$ cat src/rtl/kpc_pkg.sv
`default_nettype none
// ----------------------------------------------------------------------------
// kpc_pkg
// Key codes, event codes and state types shared by the keypad calculator.
// ----------------------------------------------------------------------------
package kpc_pkg;

    localparam int KPC_OPERAND_BITS = 32;

    localparam logic [7:0] KEY_CLEAR  = 8'h2A;  // '*'
    localparam logic [7:0] KEY_EQUALS = 8'h23;  // '#'
    localparam logic [7:0] KEY_ZERO   = 8'h30;
    localparam logic [7:0] KEY_NINE   = 8'h39;
    localparam logic [7:0] KEY_OP_A   = 8'h41;
    localparam logic [7:0] KEY_OP_D   = 8'h44;

    localparam logic [7:0] SYM_DIV = 8'h2F;
    localparam logic [7:0] SYM_MUL = 8'h2A;
    localparam logic [7:0] SYM_SUB = 8'h2D;
    localparam logic [7:0] SYM_ADD = 8'h2B;

    typedef enum logic [2:0] {
        EV_IGNORED  = 3'd0,
        EV_CLEARED  = 3'd1,
        EV_DIGIT    = 3'd2,
        EV_OPERATOR = 3'd3,
        EV_INTEGER  = 3'd4,
        EV_QUOTIENT = 3'd5,
        EV_DIVZERO  = 3'd6
    } event_kind_t;

    typedef enum logic [1:0] {
        OP_DIV = 2'd0,
        OP_MUL = 2'd1,
        OP_SUB = 2'd2,
        OP_ADD = 2'd3
    } operation_t;

    typedef enum logic [1:0] {
        PH_NONE   = 2'd0,
        PH_FIRST  = 2'd1,
        PH_SECOND = 2'd2,
        PH_LOCKED = 2'd3
    } phase_t;

    typedef enum logic [2:0] {
        ST_IDLE,
        ST_MUL,
        ST_DIV,
        ST_FRAC,
        ST_FINISH,
        ST_OUT
    } state_t;

endpackage
`default_nettype wire

$ cat src/rtl/keypad_four_function_calculator.sv
`default_nettype none
// ----------------------------------------------------------------------------
// keypad_four_function_calculator
// Four-function keypad calculator with bit-serial multiply and divide.
// ----------------------------------------------------------------------------
// Usage: one ASCII key code enters on s_key_code per s_valid/s_ready transfer
// and exactly one event leaves on the m_ channel for each key.
// Digits, operators, clear, ignored keys and '#' without a loop pass through
// ST_OUT into the m_valid register. '#' with multiply runs a shift-and-add
// loop over the OPERAND_BITS multiplier bits; '#' with divide by a nonzero
// divisor runs a restoring divider over the dividend bits followed by a loop
// for the two hundredths digits (ten steps per digit: load 10*r, then up to
// nine subtractions). Both loops then pass through ST_FINISH and ST_OUT.
// One key is worked at a time: s_ready is high only when no key is in work
// and no event is waiting, so the next key can transfer in the cycle after
// the event transfer. While m_ready is low the event is held in the output
// register and no new key is taken.
// Reset (aresetn low, synchronous) returns to first-operand entry with both
// operands and the operation cleared and drops any pending event.
// ----------------------------------------------------------------------------
module keypad_four_function_calculator
    import kpc_pkg::*;
#(
    parameter int OPERAND_BITS = KPC_OPERAND_BITS
) (
    input  wire logic        aclk,
    input  wire logic        aresetn,
    input  wire logic        s_valid,
    output logic             s_ready,
    input  wire logic [7:0]  s_key_code,
    output logic             m_valid,
    input  wire logic        m_ready,
    output logic [2:0]       m_event_kind,
    output logic [7:0]       m_echo_char,
    output logic signed [31:0] m_result_value,
    output logic [6:0]       m_hundredths
);

    localparam int W  = OPERAND_BITS;
    localparam int CW = $clog2(W + 1);

    state_t     state_reg, state_next;
    phase_t     phase_reg;
    operation_t op_reg;
    logic [W-1:0] a_reg, b_reg;
    logic [W-1:0] acc_reg;     // product / remainder
    logic [W-1:0] sh_reg;      // multiplier bits / dividend bits / quotient
    logic [W-1:0] dv_reg;      // multiplicand / divisor magnitude
    logic [6:0]   hund_reg;
    logic         neg_reg;
    logic [CW-1:0] cnt_reg;
    logic [4:0]   fcnt_reg;

    logic [2:0]  ev_reg;
    logic [7:0]  echo_reg;
    logic [31:0] val_reg;
    logic        out_valid_reg;

    wire accept = s_valid && s_ready;
    wire is_digit = (s_key_code >= KEY_ZERO) && (s_key_code <= KEY_NINE);
    wire is_op    = (s_key_code >= KEY_OP_A) && (s_key_code <= KEY_OP_D);
    wire [3:0] dval = 4'(s_key_code - KEY_ZERO);
    wire operation_t key_op = operation_t'(2'(s_key_code - KEY_OP_A));

    assign s_ready = (state_reg == ST_IDLE) && !out_valid_reg;

    function automatic logic [W-1:0] mag(input logic [W-1:0] v);
        mag = v[W-1] ? (~v + 1'b1) : v;
    endfunction

    function automatic logic [31:0] to_res(input logic [W-1:0] v);
        logic [63:0] e;
        e = 64'(signed'(v));
        to_res = e[31:0];
    endfunction

    // restoring divide step
    logic [W:0] div_trial;
    logic [W:0] div_rem;
    assign div_rem   = {acc_reg, sh_reg[W-1]};
    assign div_trial = div_rem - {1'b0, dv_reg};

    // hundredths digit: load 10*r, then subtract d while it fits, one per cycle
    logic [W+3:0] ten_r;
    logic [W+3:0] ext_reg;
    logic [3:0]   wide_dig_reg;
    logic         frac_load, frac_last, last_sub;
    logic [3:0]   dig_out;
    logic [W+3:0] fr_after;
    assign ten_r     = ({4'b0, acc_reg} << 3) + ({4'b0, acc_reg} << 1);
    assign frac_load = (fcnt_reg == 5'd0) || (fcnt_reg == 5'd10);
    assign frac_last = (fcnt_reg == 5'd9) || (fcnt_reg == 5'd19);
    // last step of a digit: include this cycle's subtraction
    assign last_sub  = ext_reg >= {4'b0, dv_reg};
    assign dig_out   = wide_dig_reg + {3'b0, last_sub};
    assign fr_after  = last_sub ? ext_reg - {4'b0, dv_reg} : ext_reg;

    always_comb begin
        state_next = state_reg;
        unique case (state_reg)
            ST_IDLE: begin
                if (accept && s_key_code == KEY_EQUALS && phase_reg == PH_SECOND) begin
                    if (op_reg == OP_MUL) state_next = ST_MUL;
                    else if (op_reg == OP_DIV && b_reg != '0) state_next = ST_DIV;
                    else state_next = ST_OUT;
                end else if (accept) begin
                    state_next = ST_OUT;
                end
            end
            ST_MUL:    if (cnt_reg == CW'(W - 1)) state_next = ST_FINISH;
            ST_DIV:    if (cnt_reg == CW'(W - 1)) state_next = ST_FRAC;
            ST_FRAC:   if (fcnt_reg == 5'd19) state_next = ST_FINISH;
            ST_FINISH: state_next = ST_OUT;
            ST_OUT:    state_next = ST_IDLE;
            default:   state_next = ST_IDLE;
        endcase
    end

    always_ff @(posedge aclk) begin
        if (!aresetn) begin
            state_reg <= ST_IDLE;
        end else begin
            state_reg <= state_next;
        end
    end

    always_ff @(posedge aclk) begin
        if (!aresetn) begin
            phase_reg     <= PH_FIRST;
            op_reg        <= OP_DIV;
            a_reg         <= '0;
            b_reg         <= '0;
            out_valid_reg <= 1'b0;
            cnt_reg       <= '0;
            fcnt_reg      <= '0;
        end else begin
            if (m_valid && m_ready) out_valid_reg <= 1'b0;
            unique case (state_reg)
                ST_IDLE: if (accept) begin
                    ev_reg   <= EV_IGNORED;
                    echo_reg <= '0;
                    val_reg  <= '0;
                    hund_reg <= '0;
                    cnt_reg  <= '0;
                    fcnt_reg <= '0;
                    if (s_key_code == KEY_CLEAR) begin
                        a_reg <= '0; b_reg <= '0; op_reg <= OP_DIV;
                        phase_reg <= PH_FIRST;
                        ev_reg <= EV_CLEARED;
                    end else if (is_digit && phase_reg != PH_LOCKED) begin
                        ev_reg   <= EV_DIGIT;
                        echo_reg <= s_key_code;
                        if (phase_reg == PH_FIRST)
                            a_reg <= (a_reg << 3) + (a_reg << 1) + W'(dval);
                        else if (phase_reg == PH_SECOND)
                            b_reg <= (b_reg << 3) + (b_reg << 1) + W'(dval);
                    end else if (is_op && phase_reg == PH_FIRST) begin
                        op_reg    <= key_op;
                        phase_reg <= PH_SECOND;
                        ev_reg    <= EV_OPERATOR;
                        case (key_op)
                            OP_DIV:  echo_reg <= SYM_DIV;
                            OP_MUL:  echo_reg <= SYM_MUL;
                            OP_SUB:  echo_reg <= SYM_SUB;
                            default: echo_reg <= SYM_ADD;
                        endcase
                    end else if (s_key_code == KEY_EQUALS && phase_reg == PH_SECOND) begin
                        phase_reg <= PH_LOCKED;
                        unique case (op_reg)
                            OP_ADD: begin
                                ev_reg <= EV_INTEGER; val_reg <= to_res(a_reg + b_reg);
                            end
                            OP_SUB: begin
                                ev_reg <= EV_INTEGER; val_reg <= to_res(a_reg - b_reg);
                            end
                            OP_MUL: begin
                                ev_reg  <= EV_INTEGER;
                                acc_reg <= '0;
                                sh_reg  <= b_reg;
                                dv_reg  <= a_reg;
                            end
                            default: begin
                                if (b_reg == '0) begin
                                    ev_reg <= EV_DIVZERO;
                                end else begin
                                    ev_reg  <= EV_QUOTIENT;
                                    acc_reg <= '0;
                                    sh_reg  <= mag(a_reg);
                                    dv_reg  <= mag(b_reg);
                                    neg_reg <= a_reg[W-1] ^ b_reg[W-1];
                                end
                            end
                        endcase
                    end
                end
                ST_MUL: begin
                    // shift-and-add, product kept modulo 2^W
                    acc_reg <= (acc_reg << 1) + (sh_reg[W-1] ? dv_reg : '0);
                    sh_reg  <= sh_reg << 1;
                    cnt_reg <= cnt_reg + 1'b1;
                end
                ST_DIV: begin
                    if (!div_trial[W]) begin
                        acc_reg <= div_trial[W-1:0];
                        sh_reg  <= {sh_reg[W-2:0], 1'b1};
                    end else begin
                        acc_reg <= div_rem[W-1:0];
                        sh_reg  <= {sh_reg[W-2:0], 1'b0};
                    end
                    cnt_reg <= cnt_reg + 1'b1;
                end
                ST_FRAC: begin
                    // step 0 of each digit loads 10*r; later steps subtract d
                    fcnt_reg <= fcnt_reg + 1'b1;
                    if (frac_load) begin
                        ext_reg      <= ten_r;
                        wide_dig_reg <= '0;
                    end else if (last_sub) begin
                        ext_reg      <= ext_reg - {4'b0, dv_reg};
                        wide_dig_reg <= wide_dig_reg + 1'b1;
                    end
                    if (frac_last) begin
                        hund_reg <= 7'((hund_reg << 3) + (hund_reg << 1)) + 7'(dig_out);
                        acc_reg  <= fr_after[W-1:0];
                    end
                end
                ST_FINISH: begin
                    if (ev_reg == EV_INTEGER) val_reg <= to_res(acc_reg);
                    else val_reg <= to_res(neg_reg ? (~sh_reg + 1'b1) : sh_reg);
                end
                ST_OUT: out_valid_reg <= 1'b1;
                default: ;
            endcase
        end
    end

    assign m_valid        = out_valid_reg;
    assign m_event_kind   = ev_reg;
    assign m_echo_char    = echo_reg;
    assign m_result_value = val_reg;
    assign m_hundredths   = hund_reg;

    property p_busy_blocks;
        @(posedge aclk) disable iff (!aresetn)
        (state_reg != ST_IDLE) |-> !s_ready;
    endproperty
    a_busy_blocks: assert property (p_busy_blocks) else $error("ready while busy");

    property p_hund_range;
        @(posedge aclk) disable iff (!aresetn)
        m_valid |-> (m_hundredths <= 7'd99);
    endproperty
    a_hund_range: assert property (p_hund_range) else $error("hundredths range");

    property p_frac_only_quot;
        @(posedge aclk) disable iff (!aresetn)
        (m_valid && m_event_kind != EV_QUOTIENT) |-> (m_hundredths == 7'd0);
    endproperty
    a_frac_only_quot: assert property (p_frac_only_quot) else $error("stray hundredths");

    property p_locked_after_result;
        @(posedge aclk) disable iff (!aresetn)
        (m_valid && (m_event_kind == EV_INTEGER || m_event_kind == EV_QUOTIENT
            || m_event_kind == EV_DIVZERO)) |-> (phase_reg == PH_LOCKED);
    endproperty
    a_locked_after_result: assert property (p_locked_after_result)
        else $error("result without lock");

endmodule
`default_nettype wire

$ cat config.mk
export PLATFORM = sky130hd
export DESIGN_NAME = keypad_four_function_calculator
export DESIGN_NICKNAME = d
export VERILOG_FILES = /design/src/rtl/kpc_pkg.sv /design/src/rtl/keypad_four_function_calculator.sv
export SDC_FILE = /design/constraint.sdc
export NUM_CORES = 1
export LEC_CHECK = 0
export BUFFER_PORTS_ARGS = -buffer_cell sky130_fd_sc_hd__buf_2
export CAP_MARGIN = 40
export CELL_PAD_IN_SITES_DETAIL_PLACEMENT = 1
export CELL_PAD_IN_SITES_GLOBAL_PLACEMENT = 2
export CORE_MARGIN = 2
export CORE_UTILIZATION = 43
export CTS_CLUSTER_DIAMETER = 200
export DETAILED_ROUTE_END_ITERATION = 8
export MAX_ROUTING_LAYER = met4
export PLACE_DENSITY_LB_ADDON = 0.1
export REMOVE_ABC_BUFFERS = 1
export SLEW_MARGIN = 40
export SYNTH_ARGS = -nofsm -noshare
export SYNTH_HDL_FRONTEND = slang
export SYNTH_SLANG_ARGS = --single-unit
$ cat constraint.sdc
create_clock -name aclk -period 11.5 [get_ports aclk]
set_input_delay 3.45 -clock aclk [delete_from_list [all_inputs] [get_ports aclk]]
set_output_delay 3.45 -clock aclk [all_outputs]
set_load 0.1 [all_outputs]
# Yosys cells after proc, flatten, opt, wreduce, memory -nomap -nowiden
# Cells that the tools add are included.
dict set report totals {
  ff_bits 270
  latchBits 0
  ramBits 0
  mem_bits_ro 0
  in_bits 12
  out_inout_bits 52
  word_cells 219
  n_memories 0
}
dict set report op_classes {
  n_addsub 21
  multipliers 0
  n_div 0
  magnitude_cmp 5
  n_eq_ne 35
  shift 0
  mux 75
  bitwise 11
  reduce_logical 52
}
# cell n
set op_table {}
lappend op_table {{$mux 32} 32}
lappend op_table {{$pmux 32 s2} 5}
lappend op_table {{$add 32x32->32} 4}
lappend op_table {{$pmux 32 s4} 1}
lappend op_table {{$add 32x1->32 const B} 3}
lappend op_table {{$not 32->32} 3}
lappend op_table {{$pmux 32 s3} 1}
lappend op_table {{$mux 36} 2}
lappend op_table {{$add 32x4->32} 2}
lappend op_table {{$add 35x33->36} 1}
lappend op_table {{$ge 36x32->1} 1}
lappend op_table {{$sub 36x32->36} 1}
lappend op_table {{$sub 33x32->33} 1}
lappend op_table {{$logic_not 32->1} 1}
lappend op_table {{$reduce_bool 32->1} 1}
lappend op_table {{$sub 32x32->32} 1}
lappend op_table {{$reduce_and 9->1} 3}
lappend op_table {{$ne 2x2->1 const B} 13}
lappend op_table {{$mux 2} 12}
lappend op_table {{$mux 3} 7}
lappend op_table {{$reduce_and 4->1} 5}
lappend op_table {{$reduce_bool 2->1} 9}
lappend op_table {{$eq 8x6->1 const B} 2}
lappend op_table {{$pmux 3 s5} 1}
lappend op_table {{other kinds (50)} 87}

# Logic depth before layout (Yosys ltp)
dict set report depth {
  ltp_word 11
  ltp_mapped 23
  mapped_depth_nobuf 23
}

# Worst setup path before layout
# OpenSTA, ideal clock, no wires.
dict set report synth_timing {
  kind {input -> register}
  from {in s_key_code[6]}
  to {reg acc_reg[0], enable pin}
  setup_ns 0.421
  arrival_time_ns 5.992
  t_required_ns 11.079
  slack_ns 5.086
  cell_stages 8
  path_buffers 0
  cell_sequence {nand2b_1 -> nor4_1 -> nand4b_1 -> nor2_1 -> o21ai_0 -> o21ai_0 -> nand3b_1 -> nor2_1}
}
dict set report synth_between {
  elab_chain_len 5
  elab_cells_between_ends 16
  classes_between {order compare: 4; eq/ne: 6; reduce/logical: 6}
}
# element line_no
set synth_lines {}
lappend synth_lines {{start: declaration} keypad_four_function_calculator.sv:30} ;# input wire logic [7:0] s_key_code,
lappend synth_lines {{$ge 8x7->1, or another cell as far along} keypad_four_function_calculator.sv:61} ;# wire is_op = (s_key_code >= KEY_OP_A) && (s_key_code <= KEY_OP_D);
lappend synth_lines {{$logic_and 1x1->1, on equally long branches} {keypad_four_function_calculator.sv:61, keypad_four_function_calculator.sv:60}}
lappend synth_lines {{$logic_and 1x1->1, on equally long branches} {keypad_four_function_calculator.sv:157, keypad_four_function_calculator.sv:150}}
lappend synth_lines {{$ne 2x2->1 (no source line)} n/a}
lappend synth_lines {{$reduce_and 10->1 (no source line) *} n/a}
lappend synth_lines {{end signal: assignment} keypad_four_function_calculator.sv:198} ;# acc_reg <= (acc_reg << 1) + (sh_reg[W-1] ? dv_reg : '0);
lappend synth_lines {{end signal: assignment} keypad_four_function_calculator.sv:204} ;# acc_reg <= div_trial[W-1:0];
lappend synth_lines {{end signal: assignment} keypad_four_function_calculator.sv:207} ;# acc_reg <= div_rem[W-1:0];
lappend synth_lines {{end: declaration} keypad_four_function_calculator.sv:46} ;# logic [W-1:0] acc_reg;
# Every way passes the cells marked *; elsewhere a longest branch is shown, timed or not.
# A chain may end at the register's enable or synchronous reset.

# Worst setup path after layout
dict set report layout_timing {
  from {in s_key_code[3]}
  to {reg b_reg[30]}
}
dict set report layout_between {
  elab_chain_len 6
  elab_cells_between_ends 15
  classes_between {add/sub: 2; order compare: 2; eq/ne: 2; mux: 4; reduce/logical: 5}
}
# element line_no
set layout_lines {}
lappend layout_lines {{$sub 4x1->4} keypad_four_function_calculator.sv:62} ;# wire [3:0] dval = 4'(s_key_code - KEY_ZERO);
lappend layout_lines {{$add 32x4->32} keypad_four_function_calculator.sv:156} ;# b_reg <= (b_reg << 3) + (b_reg << 1) + W'(dval);
lappend layout_lines {{$mux 32} keypad_four_function_calculator.sv:155} ;# else if (phase_reg == PH_SECOND)
lappend layout_lines {{$mux 32} keypad_four_function_calculator.sv:153} ;# if (phase_reg == PH_FIRST)
lappend layout_lines {{$mux 32} keypad_four_function_calculator.sv:150} ;# end else if (is_digit && phase_reg != PH_LOCKED) begin
lappend layout_lines {{$mux 32} keypad_four_function_calculator.sv:146} ;# if (s_key_code == KEY_CLEAR) begin
lappend layout_lines {{end signal: assignment} keypad_four_function_calculator.sv:156}
lappend layout_lines {{end: declaration} keypad_four_function_calculator.sv:45} ;# logic [W-1:0] a_reg, b_reg;
# Several ways; a longest one is shown, not always the timed one. The select of a mux whose other input is x is not followed.

==> flow_metrics.env <==
export IMPL_status="finished clean"
export IMPL_ys_ff_latch=270
export IMPL_core_um2=60600
export IMPL_min_period_ns=6.57
export IMPL_path_clk_slew_ns=0.06
export IMPL_synth_edf_count=187
export IMPL_critPathTopFamily="compound AO/OA/AOI/OAI gates"
export IMPL_final_hold_viol_count=0
export IMPL_ctsResizeCount=0
export IMPL_regArea_um2=7280
export IMPL_maxCapViolations=0
export IMPL_grt_max_degree=102
export IMPL_post_route_period_util_pct=57.1
export IMPL_start_util_pct=43.6
export IMPL_grt_overflow=0
export IMPL_die_width_um=252
export IMPL_io_pins=64
export IMPL_ir_drop_v=0.0000915
export IMPL_crit_type="in -> reg"
export IMPL_wl_met2_mm=39.9
export IMPL_multiInputGateArea_um2=18200
export IMPL_antenna_found_initial=1
export IMPL_pwr_density_cell_nw_per_um2=129
export IMPL_worstPathMaxFanout=8
export IMPL_maxSlewViolCount=0
export IMPL_grt_pass1_wl_mm=133
export IMPL_fin_area_um2=28700
export IMPL_ys_seq_area_share_pct=27.5
export IMPL_gp_congestion=0.920
export IMPL_final_antenna_net_count=0
export IMPL_cts_made_buffers=36
export IMPL_place_hpwl_mm=66.8
export IMPL_num_rows=90
export IMPL_clockBufferDepth=3
export IMPL_p_leak_nw=12.2
export IMPL_drive_above_1_share_pct=6.18
export IMPL_cts_tree="built"
export IMPL_clk_latency_ns=0.57
export IMPL_synth_ff_type="edfxtp_1"
export IMPL_async_flop_share_pct=0
export IMPL_firstDrtPassIters=5
export IMPL_avgSynthCellArea_um2=8.13
export IMPL_setup_ws_ns=4.93
export IMPL_drt_iter0_markers=1246
export IMPL_slew_headroom_pct=48.5
export IMPL_syn_area_um2=26400
export IMPL_syn_inst=3250
export IMPL_dpl_worst_slack_ns=4.32
export IMPL_cp_end_kind="flip-flop"
export IMPL_yosysWarnings=0
export IMPL_htree_levels=2
export IMPL_ctsHoldBuffers=0
export IMPL_timing_fmax_ghz=0.152
export IMPL_cpMostUsedCell="o21ai_0"
export IMPL_worst_slew_pin_slew_ns=0.766
export IMPL_grt_usage_pct=27.0
export IMPL_vias_per_cell=5.88
export IMPL_setup_viol=0
export IMPL_critical_path_max_stage_delay_ns=0.58
export IMPL_finalSetupTns_ns=0
export IMPL_hp_class="reg -> reg"
export IMPL_synth_cell_type_count=85
export IMPL_wl_met3_mm=2.56
export IMPL_nFillCells=7339
export IMPL_path_cells="buf_2, fa_1, inv_1, fa_1, nor2b_1, o31a_1, o21ai_0, a31oi_1, a31oi_1, o31a_1, o21ai_0, a221oi_1, xor2_1, o21ai_0"
export IMPL_nets=3562
export IMPL_port_buffers=63
export IMPL_critPathSlowestCell="fa_1"
export IMPL_die_h_um=252
export IMPL_clock_sinks=270
export IMPL_startpoint_type="input pin"
export IMPL_cts_setup_buffers=0
export IMPL_skew_ns=0.0311
export IMPL_cts_root_buf="clkbuf_16"
export IMPL_drc=0
export IMPL_critical_path_buf_inv_count=2
export IMPL_critPathRequiredTime_ns=11.96
export IMPL_largest_register_ffs=36
export IMPL_drt_met1_wl_mm=38.9
export IMPL_arrival_ns=7.03
export IMPL_vias=23800
export IMPL_finalWirelength_mm=83.8
export IMPL_diodes=0
export IMPL_top_layer="met4"
export IMPL_placed_area_um2=27500
export IMPL_dieArea_um2=63400
export IMPL_grt_pass1_vias=24500
export IMPL_wl_per_cell_um=20.7
export IMPL_rsz0062_at_grt="false"
export IMPL_synthToLayoutAreaGrowth_pct=8.52
-- cell usage after synthesis (8+ instances only) --
master / count / area (um^2)
o21a_1: 31 / 233
nand3_1: 69 / 345
o31a_1: 9 / 78.8
buf_1: 15 / 56.3
o211ai_1: 23 / 173
a21boi_0: 13 / 97.6
a211o_1: 9 / 78.8
xnor2_1: 111 / 972
nand2_1: 339 / 1270
a22oi_1: 28 / 210
nor2b_1: 35 / 219
a41oi_1: 8 / 70.1
nor4_1: 18 / 113
a31oi_1: 27 / 169
a211oi_1: 25 / 188
o31ai_1: 42 / 315
or3_1: 27 / 169
and3_1: 20 / 125
clkbuf_1: 126 / 473
and2_1: 14 / 87.6
nor2_1: 333 / 1250
xor2_1: 192 / 1680
edfxtp_1: 187 / 5620
o221ai_1: 13 / 114
o21bai_1: 25 / 188
o22ai_1: 43 / 269
nand2b_1: 39 / 244
nand4_1: 24 / 150
ha_1: 298 / 3730
dfxtp_1: 83 / 1660
fa_1: 11 / 220
o41ai_1: 18 / 158
o21ai_0: 246 / 1230
mux2i_1: 29 / 290
a21oi_1: 310 / 1550
a21o_1: 104 / 781
inv_1: 126 / 473
nor3_1: 54 / 270
or4_1: 17 / 128
-- cells in the final DEF (no fill, tap or decap), types with 13 or more instances in the layout --
| cell type | instances |
|---|---|
| buf_2 | 63 |
| nand2b_1 | 39 |
| and2_1 | 13 |
| or4_1 | 17 |
| o211ai_1 | 23 |
| dfxtp_1 | 82 |
| o41ai_1 | 18 |
| nand4_1 | 24 |
| a21o_1 | 104 |
| inv_1 | 126 |
| nand3_1 | 68 |
| xor2_1 | 192 |
| xnor2_1 | 110 |
| o21ai_0 | 246 |
| or3_1 | 27 |
| nor2_1 | 327 |
| a21oi_1 | 308 |
| edfxtp_1 | 187 |
| o21a_1 | 31 |
| o221ai_1 | 13 |
| o31ai_1 | 42 |
| a31oi_1 | 27 |
| a211oi_1 | 25 |
| nor4_1 | 17 |
| clkbuf_16 | 37 |
| a21boi_0 | 13 |
| ha_1 | 298 |
| and3_1 | 20 |
| nor2b_1 | 34 |
| a22oi_1 | 28 |
| o22ai_1 | 43 |
| buf_4 | 35 |
| mux2i_1 | 29 |
| nand2_1 | 338 |
| o21bai_1 | 25 |
| nor3_1 | 53 |
-- through the flow --
stage / utilization [%] / total power, mW / hold WS (ns) / std cells
4_1_cts: 47.3 / 3.73 / 0.514 / 4050
6_report: 47.3 / 3.69 / 0.511 / 4050
3_3_place_gp: 45.3 / 2.53 / 0.477 / 3985
5_1_grt: 47.3 / 3.88 / 0.536 / 4050
3_5_place_dp: 45.4 / 2.56 / 0.499 / 3985
2_1_floorplan: - / 2.23 / 0.458 / 3104
-- layout make-up --
class | instances | share of cell area, %
Multi-Input combinational cell | 2707 | 63.4
Sequential cell | 270 | 25.4
Clock buffer | 47 | 3.46
Tap cell | 782 | 3.41
Timing Repair Buffer | 99 | 2.06
Inverter | 127 | 1.66
Clock inverter | 18 | 0.646
-- layer usage --
metal	GRT usage, %	up-vias
met5	-	-
met3	2.83	106
met2	45.7	300
li1	-	11800
met4	7.68	0
met1	34.1	11600
-- power by group --
group | total [mW] | leakage, nW | internal (mW) | switching, mW
Combinational | 1.28 | 9.17 | 0.387 | 0.896
Sequential | 1.27 | 2.44 | 1.17 | 0.0951
Clock | 1.14 | 0.579 | 0.679 | 0.464
Total | 3.69 | 12.2 | 2.24 | 1.46
-- worst paths after layout --
| check | startpoint | end | slack [ns] | cells after the start |
|---|---|---|---|---|
| max | s_key_code[3] | b_reg[30] | 4.93 | 14 |
| min | cnt_reg[0] | cnt_reg[0] | 0.51 | 1 |
| max reg2reg | dv_reg[0] | m_hundredths[6] | 5.18 | 21 |
| min reg2reg | cnt_reg[0] | cnt_reg[0] | 0.51 | 1 |
-- cells by family after synthesis --
group	synth area share, %
buffers and inverters	3.98
AND/OR/NAND/NOR	17.7
multiplexers	1.31
XOR/XNOR	10.0
other	0.0142
adder cells (fa/ha/maj)	14.9
flip-flops	27.5
AO/OA/AOI/OAI	24.4
(Power assumes the default switching activity.)
